--- config.mk ---
export PLATFORM = sky130hd
export DESIGN_NAME = printable_run_extractor
export DESIGN_NICKNAME = d
export VERILOG_FILES = /design/src/design/prx_pkg.sv /design/src/design/printable_run_extractor.sv /design/src/design/prx_cell.sv /design/src/design/prx_ctrl.sv
export SDC_FILE = /design/constraint.sdc
export NUM_CORES = 1
export LEC_CHECK = 0
export BUFFER_PORTS_ARGS = -buffer_cell sky130_fd_sc_hd__buf_2
export CORE_UTILIZATION = 55
export CTS_CLUSTER_SIZE = 25
export DETAILED_ROUTE_END_ITERATION = 8
export HOLD_SLACK_MARGIN = 0.02
export PLACE_DENSITY = 0.71
export SYNTH_ARGS = -nofsm -noshare
export SYNTH_HDL_FRONTEND = slang
export SYNTH_SLANG_ARGS = --single-unit
--- constraint.sdc ---
create_clock -name aclk -period 3.15 [get_ports aclk]
set_input_delay 0.315 -clock aclk [delete_from_list [all_inputs] [get_ports aclk]]
set_output_delay 0.315 -clock aclk [all_outputs]
set_load 0.02 [all_outputs]
--- src/design/prx_pkg.sv ---
// ----------------------------------------------------------------------------
// prx_pkg: shared types and constants of the printable run extractor
//
// Holds the channel word types, the configuration indexes, the character
// constants and the control word that the sequencer sends to the cell row.
// ----------------------------------------------------------------------------
package prx_pkg;

    localparam int BYTE_W     = 8;
    localparam int MIN_LEN_W  = 6;
    localparam int MAX_RUNS_W = 8;
    localparam int CFG_IDX_W  = 2;
    localparam int CFG_DATA_W = 8;

    localparam logic [BYTE_W-1:0] CHAR_TAB       = 8'd9;
    localparam logic [BYTE_W-1:0] CHAR_SPACE     = 8'd32;
    localparam logic [BYTE_W-1:0] CHAR_PRINT_LOW = 8'd32;
    localparam logic [BYTE_W-1:0] CHAR_PRINT_HI  = 8'd126;

    localparam logic [MIN_LEN_W-1:0]  MIN_LEN_RESET  = 6'd4;
    localparam logic [MAX_RUNS_W-1:0] MAX_RUNS_RESET = 8'd24;

    // Configuration register indexes
    localparam logic [CFG_IDX_W-1:0] CFG_MIN_RUN_LENGTH = 2'd0;
    localparam logic [CFG_IDX_W-1:0] CFG_MAX_RUNS       = 2'd1;

    // Input item kinds
    localparam logic KIND_DATA = 1'b0;
    localparam logic KIND_EOS  = 1'b1;

    typedef struct packed {
        logic              kind;
        logic [BYTE_W-1:0] data_byte;
    } in_word_t;

    typedef struct packed {
        logic [BYTE_W-1:0]     run_char;
        logic                  last_in_run;
        logic [MAX_RUNS_W-1:0] run_number;
    } out_word_t;

    // Control shared by every cell of the row
    typedef struct packed {
        logic              shift;
        logic              load;
        logic [BYTE_W-1:0] load_byte;
    } cell_ctl_t;

    typedef enum logic {
        ST_COLLECT,
        ST_DRAIN
    } seq_state_t;

endpackage

--- src/design/printable_run_extractor.sv ---
// A run is emitted starting in the cycle after the word that ends it is taken.
// The block takes one byte word per cycle while collecting; an emitted run
// then drains from the head cell one word per cycle while m_ready is high,
// and no input word is taken during the drain.
// Reset clears the sequencer, fill and run count and loads the default
// minimum length 4 and maximum run count 24; buffer cells are not cleared.
// ----------------------------------------------------------------------------
// printable_run_extractor: top level
//
// Collects printable byte runs in a row of shifting cells and emits runs
// that meet the minimum length, up to the configured number of runs.
// ----------------------------------------------------------------------------
module printable_run_extractor #(
    parameter int RUN_CAPACITY = 63
) (
    input  logic                              aclk,
    input  logic                              aresetn,
    input  logic                              s_valid,
    output logic                              s_ready,
    input  prx_pkg::in_word_t                 s_data,
    output logic                              m_valid,
    input  logic                              m_ready,
    output prx_pkg::out_word_t                m_data,
    input  logic                              cfg_valid,
    output logic                              cfg_ready,
    input  logic [prx_pkg::CFG_IDX_W-1:0]     cfg_index,
    input  logic [prx_pkg::CFG_DATA_W-1:0]    cfg_data
);

    localparam int FILL_W = $clog2(RUN_CAPACITY + 1);
    localparam int IDX_W  = $clog2(RUN_CAPACITY);

    logic [prx_pkg::MIN_LEN_W-1:0]  min_len_reg;
    logic [prx_pkg::MAX_RUNS_W-1:0] max_runs_reg;

    prx_pkg::cell_ctl_t             ctl;
    logic [IDX_W-1:0]               load_idx;
    logic [prx_pkg::BYTE_W-1:0]     cell_bytes [RUN_CAPACITY];
    logic                           last_in_run;
    logic [prx_pkg::MAX_RUNS_W-1:0] run_number;

    // Configuration registers; unknown indexes are ignored
    assign cfg_ready = 1'b1;

    always_ff @(posedge aclk) begin
        if (!aresetn) begin
            min_len_reg  <= prx_pkg::MIN_LEN_RESET;
            max_runs_reg <= prx_pkg::MAX_RUNS_RESET;
        end else if (cfg_valid && cfg_ready) begin
            case (cfg_index)
                prx_pkg::CFG_MIN_RUN_LENGTH: begin
                    min_len_reg <= cfg_data[prx_pkg::MIN_LEN_W-1:0];
                end
                prx_pkg::CFG_MAX_RUNS: begin
                    max_runs_reg <= cfg_data[prx_pkg::MAX_RUNS_W-1:0];
                end
                default: begin
                    min_len_reg <= min_len_reg;
                end
            endcase
        end
    end

    prx_ctrl #(
        .RUN_CAPACITY (RUN_CAPACITY),
        .FILL_W       (FILL_W),
        .IDX_W        (IDX_W)
    ) u_ctrl (
        .aclk           (aclk),
        .aresetn        (aresetn),
        .s_valid        (s_valid),
        .s_ready        (s_ready),
        .s_data         (s_data),
        .m_valid        (m_valid),
        .m_ready        (m_ready),
        .last_in_run    (last_in_run),
        .run_number     (run_number),
        .min_run_length (min_len_reg),
        .max_runs       (max_runs_reg),
        .ctl            (ctl),
        .load_idx       (load_idx)
    );

    // Row of cells; each shifts toward the head cell
    for (genvar i = 0; i < RUN_CAPACITY; i++) begin : g_cell
        logic                       sel;
        logic [prx_pkg::BYTE_W-1:0] neighbor_byte;

        assign sel = (load_idx == IDX_W'(i));

        if (i == RUN_CAPACITY - 1) begin : g_tail
            assign neighbor_byte = '0;
        end else begin : g_body
            assign neighbor_byte = cell_bytes[i+1];
        end

        prx_cell u_cell (
            .aclk          (aclk),
            .ctl           (ctl),
            .sel           (sel),
            .neighbor_byte (neighbor_byte),
            .cell_byte     (cell_bytes[i])
        );
    end

    // Result word comes straight from the head cell
    assign m_data.run_char    = cell_bytes[0];
    assign m_data.last_in_run = last_in_run;
    assign m_data.run_number  = run_number;

endmodule

--- src/design/prx_cell.sv ---
// ----------------------------------------------------------------------------
// prx_cell: one byte cell of the run buffer row
//
// Takes a new character when selected for a load (tab stored as space) and
// otherwise takes its upper neighbor's character when the row shifts.
// ----------------------------------------------------------------------------
module prx_cell (
    input  logic                          aclk,
    input  prx_pkg::cell_ctl_t            ctl,
    input  logic                          sel,
    input  logic [prx_pkg::BYTE_W-1:0]    neighbor_byte,
    output logic [prx_pkg::BYTE_W-1:0]    cell_byte
);

    logic [prx_pkg::BYTE_W-1:0] byte_reg;
    logic [prx_pkg::BYTE_W-1:0] mapped_byte;

    // Turn a tab into a space on the way in
    assign mapped_byte = (ctl.load_byte == prx_pkg::CHAR_TAB) ? prx_pkg::CHAR_SPACE
                                                              : ctl.load_byte;

    // Load wins over shift so a waiting byte can land in the head cell
    always_ff @(posedge aclk) begin
        if (ctl.load && sel) begin
            byte_reg <= mapped_byte;
        end else if (ctl.shift) begin
            byte_reg <= neighbor_byte;
        end
    end

    assign cell_byte = byte_reg;

endmodule

--- src/design/prx_ctrl.sv ---
// ----------------------------------------------------------------------------
// prx_ctrl: run sequencer
//
// Classifies incoming words, tracks the run fill and the emitted run count,
// and drains an ended run out of the head cell one character per word.
// ----------------------------------------------------------------------------
module prx_ctrl #(
    parameter int RUN_CAPACITY = 63,
    parameter int FILL_W       = 6,
    parameter int IDX_W        = 6
) (
    input  logic                              aclk,
    input  logic                              aresetn,
    input  logic                              s_valid,
    output logic                              s_ready,
    input  prx_pkg::in_word_t                 s_data,
    output logic                              m_valid,
    input  logic                              m_ready,
    output logic                              last_in_run,
    output logic [prx_pkg::MAX_RUNS_W-1:0]    run_number,
    input  logic [prx_pkg::MIN_LEN_W-1:0]     min_run_length,
    input  logic [prx_pkg::MAX_RUNS_W-1:0]    max_runs,
    output prx_pkg::cell_ctl_t                ctl,
    output logic [IDX_W-1:0]                  load_idx
);

    localparam logic [FILL_W-1:0] FILL_FULL = FILL_W'(RUN_CAPACITY);
    localparam logic [FILL_W-1:0] FILL_ONE  = FILL_W'(1);
    localparam logic [prx_pkg::MAX_RUNS_W-1:0] RUNS_ONE = prx_pkg::MAX_RUNS_W'(1);

    prx_pkg::seq_state_t state_reg, state_next;

    logic [FILL_W-1:0]                  fill_reg, fill_next;
    logic [FILL_W-1:0]                  remain_reg, remain_next;
    logic [prx_pkg::MAX_RUNS_W-1:0]     runs_reg, runs_next;
    logic                               pend_reg, pend_next;
    logic [prx_pkg::BYTE_W-1:0]         pend_byte_reg, pend_byte_next;

    logic in_accept;
    logic printable;
    logic store_byte;
    logic run_ends;
    logic run_emit;
    logic drain_done;

    // Classify the incoming word
    assign in_accept  = s_valid && s_ready;
    assign printable  = (s_data.data_byte == prx_pkg::CHAR_TAB) ||
                        ((s_data.data_byte >= prx_pkg::CHAR_PRINT_LOW) &&
                         (s_data.data_byte <= prx_pkg::CHAR_PRINT_HI));
    assign store_byte = (s_data.kind == prx_pkg::KIND_DATA) && printable;
    assign run_ends   = (s_data.kind == prx_pkg::KIND_EOS) || !printable ||
                        (fill_reg == FILL_FULL);
    assign run_emit   = run_ends && (fill_reg != '0) &&
                        (prx_pkg::MIN_LEN_W'(fill_reg) >= min_run_length) &&
                        (runs_reg < max_runs);
    assign drain_done = m_ready && (remain_reg == FILL_ONE);

    // Next state
    always_comb begin
        state_next = state_reg;
        case (state_reg)
            prx_pkg::ST_COLLECT: begin
                if (in_accept && run_emit) begin
                    state_next = prx_pkg::ST_DRAIN;
                end
            end
            prx_pkg::ST_DRAIN: begin
                if (drain_done) begin
                    state_next = prx_pkg::ST_COLLECT;
                end
            end
            default: begin
                state_next = prx_pkg::ST_COLLECT;
            end
        endcase
    end

    // Outputs and counters
    always_comb begin
        s_ready        = 1'b0;
        m_valid        = 1'b0;
        ctl.shift      = 1'b0;
        ctl.load       = 1'b0;
        ctl.load_byte  = s_data.data_byte;
        load_idx       = '0;
        fill_next      = fill_reg;
        remain_next    = remain_reg;
        runs_next      = runs_reg;
        pend_next      = pend_reg;
        pend_byte_next = pend_byte_reg;
        case (state_reg)
            prx_pkg::ST_COLLECT: begin
                s_ready = 1'b1;
                if (in_accept) begin
                    if (run_emit) begin
                        // Hold the byte that overflowed a full buffer
                        remain_next    = fill_reg;
                        pend_next      = store_byte;
                        pend_byte_next = s_data.data_byte;
                    end else if (run_ends) begin
                        // Drop the run; a printable byte starts the next one
                        ctl.load  = store_byte;
                        fill_next = store_byte ? FILL_ONE : '0;
                    end else begin
                        ctl.load  = 1'b1;
                        load_idx  = fill_reg[IDX_W-1:0];
                        fill_next = fill_reg + FILL_ONE;
                    end
                end
            end
            prx_pkg::ST_DRAIN: begin
                m_valid = 1'b1;
                if (m_ready) begin
                    ctl.shift   = 1'b1;
                    remain_next = remain_reg - FILL_ONE;
                    if (remain_reg == FILL_ONE) begin
                        // Close the run and place any held byte in the head cell
                        runs_next     = runs_reg + RUNS_ONE;
                        ctl.load      = pend_reg;
                        ctl.load_byte = pend_byte_reg;
                        fill_next     = pend_reg ? FILL_ONE : '0;
                        pend_next     = 1'b0;
                    end
                end
            end
            default: begin
                s_ready = 1'b0;
            end
        endcase
    end

    assign last_in_run = (remain_reg == FILL_ONE);
    assign run_number  = runs_reg;

    always_ff @(posedge aclk) begin
        if (!aresetn) begin
            state_reg  <= prx_pkg::ST_COLLECT;
            fill_reg   <= '0;
            remain_reg <= '0;
            runs_reg   <= '0;
            pend_reg   <= 1'b0;
        end else begin
            state_reg  <= state_next;
            fill_reg   <= fill_next;
            remain_reg <= remain_next;
            runs_reg   <= runs_next;
            pend_reg   <= pend_next;
        end
    end

    always_ff @(posedge aclk) begin
        pend_byte_reg <= pend_byte_next;
    end

endmodule

# [Word level (Yosys, flattened, before mapping)]
# Cells that the tools add are included.
[classes] shift=0 div=0 mul=0 bitwise=2 n_eq_ne=72 n_reduce_logical=148 mux=161 addsub=3 magnitude_cmp=4
[op_table] op="$mux 8" count=128
[op_table] op="$eq 6x6->1 const B" count=32
[op_table] op="$reduce_bool 2->1" count=63
[op_table] op="$eq 6x5->1 const B" count=16
[op_table] op="$mux 6" count=12
[op_table] op="$logic_and 1x1->1" count=71
[op_table] op="$eq 6x4->1 const B" count=8
[op_table] op="$eq 6x3->1 const B" count=4
[op_table] op="$pmux 6 s2" count=2
[op_table] op="$eq 8x4->1 const B" count=2
[op_table] op="$mux 1" count=14
[op_table] op="$eq 6x1->1 const B" count=2
[op_table] op="$eq 6x2->1 const B" count=2
[op_table] op="$mux 10" count=1
[op_table] op="$mux 9" count=1
[op_table] op="$reduce_and 3->1" count=3
[op_table] op="$add 8x1->8 const B" count=1
[op_table] op="$ge 8x6->1 const B" count=1
[op_table] op="$le 8x7->1 const B" count=1
[op_table] op="$lt 8x8->1" count=1
[op_table] op="$reduce_and 4->1" count=2
[op_table] op="$add 6x1->6 const B" count=1
[op_table] op="$ge 6x6->1" count=1
[op_table] op="$logic_not 6->1" count=1
[op_table] op="other kinds (11)" count=20
[totals] out_inout_bits=20 register_bits=548 inputBits=24 mem_count=0 mem_bits_ro=0 latchBits=0 mem_bits_rw=0

# [Logic depth before layout (Yosys ltp)]
[logic_depth] ltp_word=15 depth_mapped=11 ltp_nobuf=8

# [Hierarchy]
# From an unflattened synthesis, not the netlist that was laid out.
[hier_totals] hier_cells=2023 hier_area_um2=26744.4
[by_module_without_submodules] module="prx_cell" area_each_um2=375.4 cells_per_inst=26 instances=63 seq_area_each_um2=240.2
[by_module_without_submodules] module="prx_ctrl" area_each_um2=2054.5 cells_per_inst=229 instances=1 seq_area_each_um2=680.7
[by_module_without_submodules] module="printable_run_extractor" area_each_um2=1042.2 cells_per_inst=156 instances=1 seq_area_each_um2=280.3

# [Worst setup path after synthesis]
# OpenSTA, ideal clock, no wires.
[synth_path] path_kind="reg-to-reg" startpoint="register u_ctrl.state_reg" endpoint="register g_cell[54].u_cell.byte_reg, in the netlist g_cell[54].u_cell.cell_byte[0] (enable)" setup_time_ps=384 path_stages_with_launch=8 path_buffers=2 path_slack_ps=418 arrival_ps=2348 cell_sequence="dfxtp_1 > buf_6 > nand2b_4 > or3_4 > a211oi_4 > nand2_1 > clkbuf_1 > o21ai_0"
[synth_between] elab_chain_cells=7
[synth_lines] item="from (decl)" line_no="prx_ctrl.sv:31" source="prx_pkg::seq_state_t state_reg, state_next;"
[synth_lines] item="from (signal assigned)" line_no="prx_ctrl.sv:138" source="state_reg <= prx_pkg::ST_COLLECT;"
[synth_lines] item="from (signal assigned)" line_no="prx_ctrl.sv:144" source="state_reg <= state_next;"
[synth_lines] item="$mux 1" line_no="prx_ctrl.sv:92" source="case (state_reg)"
[synth_lines] item="$logic_and 1x1->1" line_no="prx_ctrl.sv:47" source="assign in_accept = s_valid && s_ready;"
[synth_lines] item="$mux 6" line_no="prx_ctrl.sv:95" source="if (in_accept) begin"
[synth_lines] item="$mux 6" line_no="prx_ctrl.sv:92"
[synth_lines] item="$eq 6x6->1" line_no="printable_run_extractor.sv:89" source="assign sel = (load_idx == IDX_W'(i));"
[synth_lines] item="$logic_and 1x1->1" line_no="prx_cell.sv:24" source="if (ctl.load && sel) begin"
[synth_lines] item="$reduce_bool 2->1 (no line) *"
[synth_lines] item="to (signal assigned)" line_no="prx_cell.sv:25" source="byte_reg <= mapped_byte;"
[synth_lines] item="to (signal assigned)" line_no="prx_cell.sv:27" source="byte_reg <= neighbor_byte;"
[synth_lines] item="to (decl)" line_no="prx_cell.sv:15" source="logic [prx_pkg::BYTE_W-1:0] byte_reg;"
# Every way passes the cells marked *; elsewhere a longest branch is shown, timed or not.
# A chain may end at the register's enable or synchronous reset.

# [Worst setup path after layout]
[layout_path] startpoint="input port s_data[2] (netlist name)" endpoint="register g_cell[15].u_cell.byte_reg, in the netlist g_cell[15].u_cell.cell_byte[0] (enable)"
[layout_between] elab_chain_cells=15
[layout_lines] item="from (decl)" line_no="printable_run_extractor.sv:20" source="input prx_pkg::in_word_t s_data,"
[layout_lines] item="$ge 8x6->1 or $le 8x7->1 (tied branches)" line_no="prx_ctrl.sv:49, prx_ctrl.sv:50"
[layout_lines] item="$logic_and 1x1->1" line_no="prx_ctrl.sv:49" source="((s_data.data_byte >= prx_pkg::CHAR_PRINT_LOW) &&"
[layout_lines] item="$logic_or 1x1->1 *" line_no="prx_ctrl.sv:48" source="assign printable = (s_data.data_byte == prx_pkg::CHAR_TAB) ||"
[layout_lines] item="$logic_not 1->1" line_no="prx_ctrl.sv:52" source="assign run_ends = (s_data.kind == prx_pkg::KIND_EOS) || !printable ||"
[layout_lines] item="$logic_or 1x1->1 (2 in series)" line_no="prx_ctrl.sv:52"
[layout_lines] item="$logic_and 1x1->1 (2 in series)" line_no="prx_ctrl.sv:54" source="assign run_emit = run_ends && (fill_reg != '0) &&"
[layout_lines] item="$logic_and 1x1->1" line_no="prx_ctrl.sv:55" source="(prx_pkg::MIN_LEN_W'(fill_reg) >= min_run_length) &&"
[layout_lines] item="$mux 6" line_no="prx_ctrl.sv:96" source="if (run_emit) begin"
[layout_lines] item="$mux 6" line_no="prx_ctrl.sv:95"
[layout_lines] item="$mux 6" line_no="prx_ctrl.sv:92"
[layout_lines] item="$eq 6x4->1" line_no="printable_run_extractor.sv:89"
[layout_lines] item="$logic_and 1x1->1 *" line_no="prx_cell.sv:24"
[layout_lines] item="$reduce_bool 2->1 (no line) *"
[layout_lines] item="to (signal assigned)" line_no="prx_cell.sv:25"
[layout_lines] item="to (signal assigned)" line_no="prx_cell.sv:27"
[layout_lines] item="to (decl)" line_no="prx_cell.sv:15"
# Marked as above.

==> flow_metrics.env <==
export IMPL_avgSynthCellArea_um2=13.85
export IMPL_clk_latency_ns=0.60
export IMPL_io_buffers=42
export IMPL_largest_reg_flops=504
export IMPL_grt_pass1_wl_um=80710
export IMPL_crit_chain="dlygate4sd3_1 -> buf_2 -> and4bb_2 -> o21bai_1 -> a211oi_4 -> buf_4 -> nand3_1 -> nand2_1"
export IMPL_gp_congestion=0.8319
export IMPL_die_x_um=211.0
export IMPL_max_slew_margin_pct=19.82
export IMPL_clk_transition_reported_paths_ns=0.06
export IMPL_start_util_pct=55.75
export IMPL_dieArea_um2=44500
export IMPL_finalCriticalPeriod_ns=2.967
export IMPL_drcViolationCount=0
export IMPL_routed_wl_um=51590
export IMPL_cts_buffer_depth=3
export IMPL_grt_pass1_vias=14000
export IMPL_vias=14140
export IMPL_wire_per_inst_um=21.21
export IMPL_hold_class="input pin to flip-flop"
export IMPL_ys_seq_area_share_pct=67.02
export IMPL_drt_iter0_markers=1265
export IMPL_htreeDepth=2
export IMPL_layout_drive_gt1_share_pct=28.41
export IMPL_grt_max_degree=33
export IMPL_rr_worst_depth=7
export IMPL_final_common_cell="edfxtp_1"
export IMPL_die_h_um=211.0
export IMPL_p_leak_nw=9.219
export IMPL_netlist_area_um2=24010
export IMPL_io_pins=44
export IMPL_yosys_most_used_dff="edfxtp_1"
export IMPL_syn_inst=1734
export IMPL_cp_max_fo=14
export IMPL_dp_hpwl_um=31900
export IMPL_cp_start_kind="input pin"
export IMPL_required_ns=3.42
export IMPL_holdPathStages=2
export IMPL_rsz0062_at_grt="no"
export IMPL_root_buffer="clkbuf_16"
export IMPL_gr_total_overflow=0
export IMPL_vdd_drop_max_mv=0.8267
export IMPL_cts_tree="done"
export IMPL_synth_edf_count=512
export IMPL_clock_sinks=548
export IMPL_met3_length_um=3658
export IMPL_tightest_slew_ns=1.190
export IMPL_final_hold_viol_count=0
export IMPL_cp_top_family="simple AND/OR/NAND/NOR gates"
export IMPL_nNetsFinal=1847
export IMPL_final_util_pct=62.61
export IMPL_syn_num_nets=1776
export IMPL_drtPass1Iterations=5
export IMPL_fillers=3186
export IMPL_fin_skew_ns=0.01603
export IMPL_crit_cells=8
export IMPL_slowest_stage="a211oi_4"
export IMPL_syn2layout_area_growth_pct=12.32
export IMPL_cts_buffers=55
export IMPL_fmax_mhz=337.1
export IMPL_powerDensity_nw_per_um2=531.6
export IMPL_post_cts_buffers=0
export IMPL_layout_common_cells="edfxtp_1 (512), mux2_2 (273), nand2_1 (183)"
export IMPL_async_flop_share_pct=0
export IMPL_slowest_delay_ns=0.58
export IMPL_core_area_um2=43080
export IMPL_fin_crit_sh_pct=94.18
export IMPL_track_usage_pct=23.91
export IMPL_finalMaxSlewViolations=0
export IMPL_ys_ff_latch=548
export IMPL_wl_met1_um=21940
export IMPL_maxCapViolations=0
export IMPL_worstSetupPathType="input pin to flip-flop"
export IMPL_yosysUniqueCellTypes=73
export IMPL_antenna_found_initial=1
export IMPL_ant_nets=0
export IMPL_crit_path_end_kind="flip-flop"
export IMPL_status="completed"
export IMPL_ys_warnings_count=0
export IMPL_setup_viol=0
export IMPL_maxUsedRoutingLayer="met4"
export IMPL_row_count=76
export IMPL_crit_buf_inv=3
export IMPL_vias_per_cell=5.811
export IMPL_finalSetupTns_ns=0
export IMPL_diodes=0
export IMPL_cp_arrival_ns=3.23
export IMPL_met2WireLength_um=24960
-- repair_timing --
action,4_1_cts,5_1_grt
hold buffers,15,0
resized for setup,0,2
endpoints found under the hold margin,21,0
endpoints found under the setup margin,0,16
-- layer usage --
| layer | vias to the layer above | global-route usage [%] |
|---|---|---|
| met5 | - | 0 |
| met2 | 475 | 39.22 |
| met3 | 81 | 4.103 |
| li1 | 6513 | - |
| met1 | 7068 | 33.40 |
| met4 | 0 | 5.897 |
-- per-stage QoR --
step                total power, mW  setup WS (ns)  hold WS, ns  std cells  area (um2)
CTS                           14.42         0.1527      0.03159       2433       26970
global placement              8.373         0.2462       0.4773       2318       25180
finish                        14.34         0.1834      0.05083       2433       26970
floorplan                     8.209         0.4180       0.4139       1734       24010
global route                  14.71        0.01662      0.05421       2433       26970
detailed placement            8.379         0.1575       0.4925       2318       25180
-- layout make-up --
cell class | instances | area [um2] | share of cell area [%]
Timing Repair Buffer | 137 | 1036 | 3.841
Clock inverter | 27 | 150.1 | 0.5567
Multi-Input combinational cell | 1044 | 7401 | 27.44
Clock buffer | 73 | 1486 | 5.511
Inverter | 19 | 71.32 | 0.2644
Tap cell | 585 | 732.0 | 2.714
Sequential cell | 548 | 16100 | 59.67
-- logic make-up (layout without fill, tap and decap cells) --
kind of cell               Yosys count  in the layout  share of synthesized area (%)
AOI/OAI and AO/OA                  246            246                          5.862
xor gates and xnor gates             6              6                         0.2189
adders and majority gates           18             18                         0.9379
buffers and inverters              142            256                          2.496
DFF                                548            548                          67.02
muxes                              298            298                          13.89
other                                2              2                        0.03127
and+or+nand+nor                    474            474                          9.545
-- synthesized netlist by cell type, drive strengths merged, types with 24 or more instances --
master	n	area, um2
clkbuf	99	372.9
edfxtp	512	15370
nand3	31	165.2
o21ai	133	665.6
nor2	101	401.6
a21oi	71	366.6
nor2b	28	175.2
buf	24	155.2
mux2	281	3164
nand2	203	807.0
and2	52	325.3
dfxtp	36	720.7
-- final timing paths --
| check | endpoint | from | slack (ns) |
|---|---|---|---|
| max | g_cell[15].u_cell.cell_byte[0]$_DFFE_PP_ | s_data[2] | 0.18 |
| min | max_runs_reg[4]$_SDFFE_PN1P_ | aresetn | 0.05 |
| max reg2reg | g_cell[0].u_cell.cell_byte[7]$_DFFE_PP_ | u_ctrl.remain_reg[0]$_SDFFE_PN0P_ | 0.27 |
| min reg2reg | g_cell[29].u_cell.cell_byte[7]$_DFFE_PP_ | g_cell[30].u_cell.cell_byte[7]$_DFFE_PP_ | 0.51 |
-- where the power goes --
group / total (mW) / internal (mW) / switching [mW]
clock network: 6.10 / 3.38 / 2.72
registers: 7.88 / 7.87 / 0.00856
logic: 0.363 / 0.106 / 0.257
total: 14.3 / 11.4 / 2.99
Power figures use the tool's default switching activity.
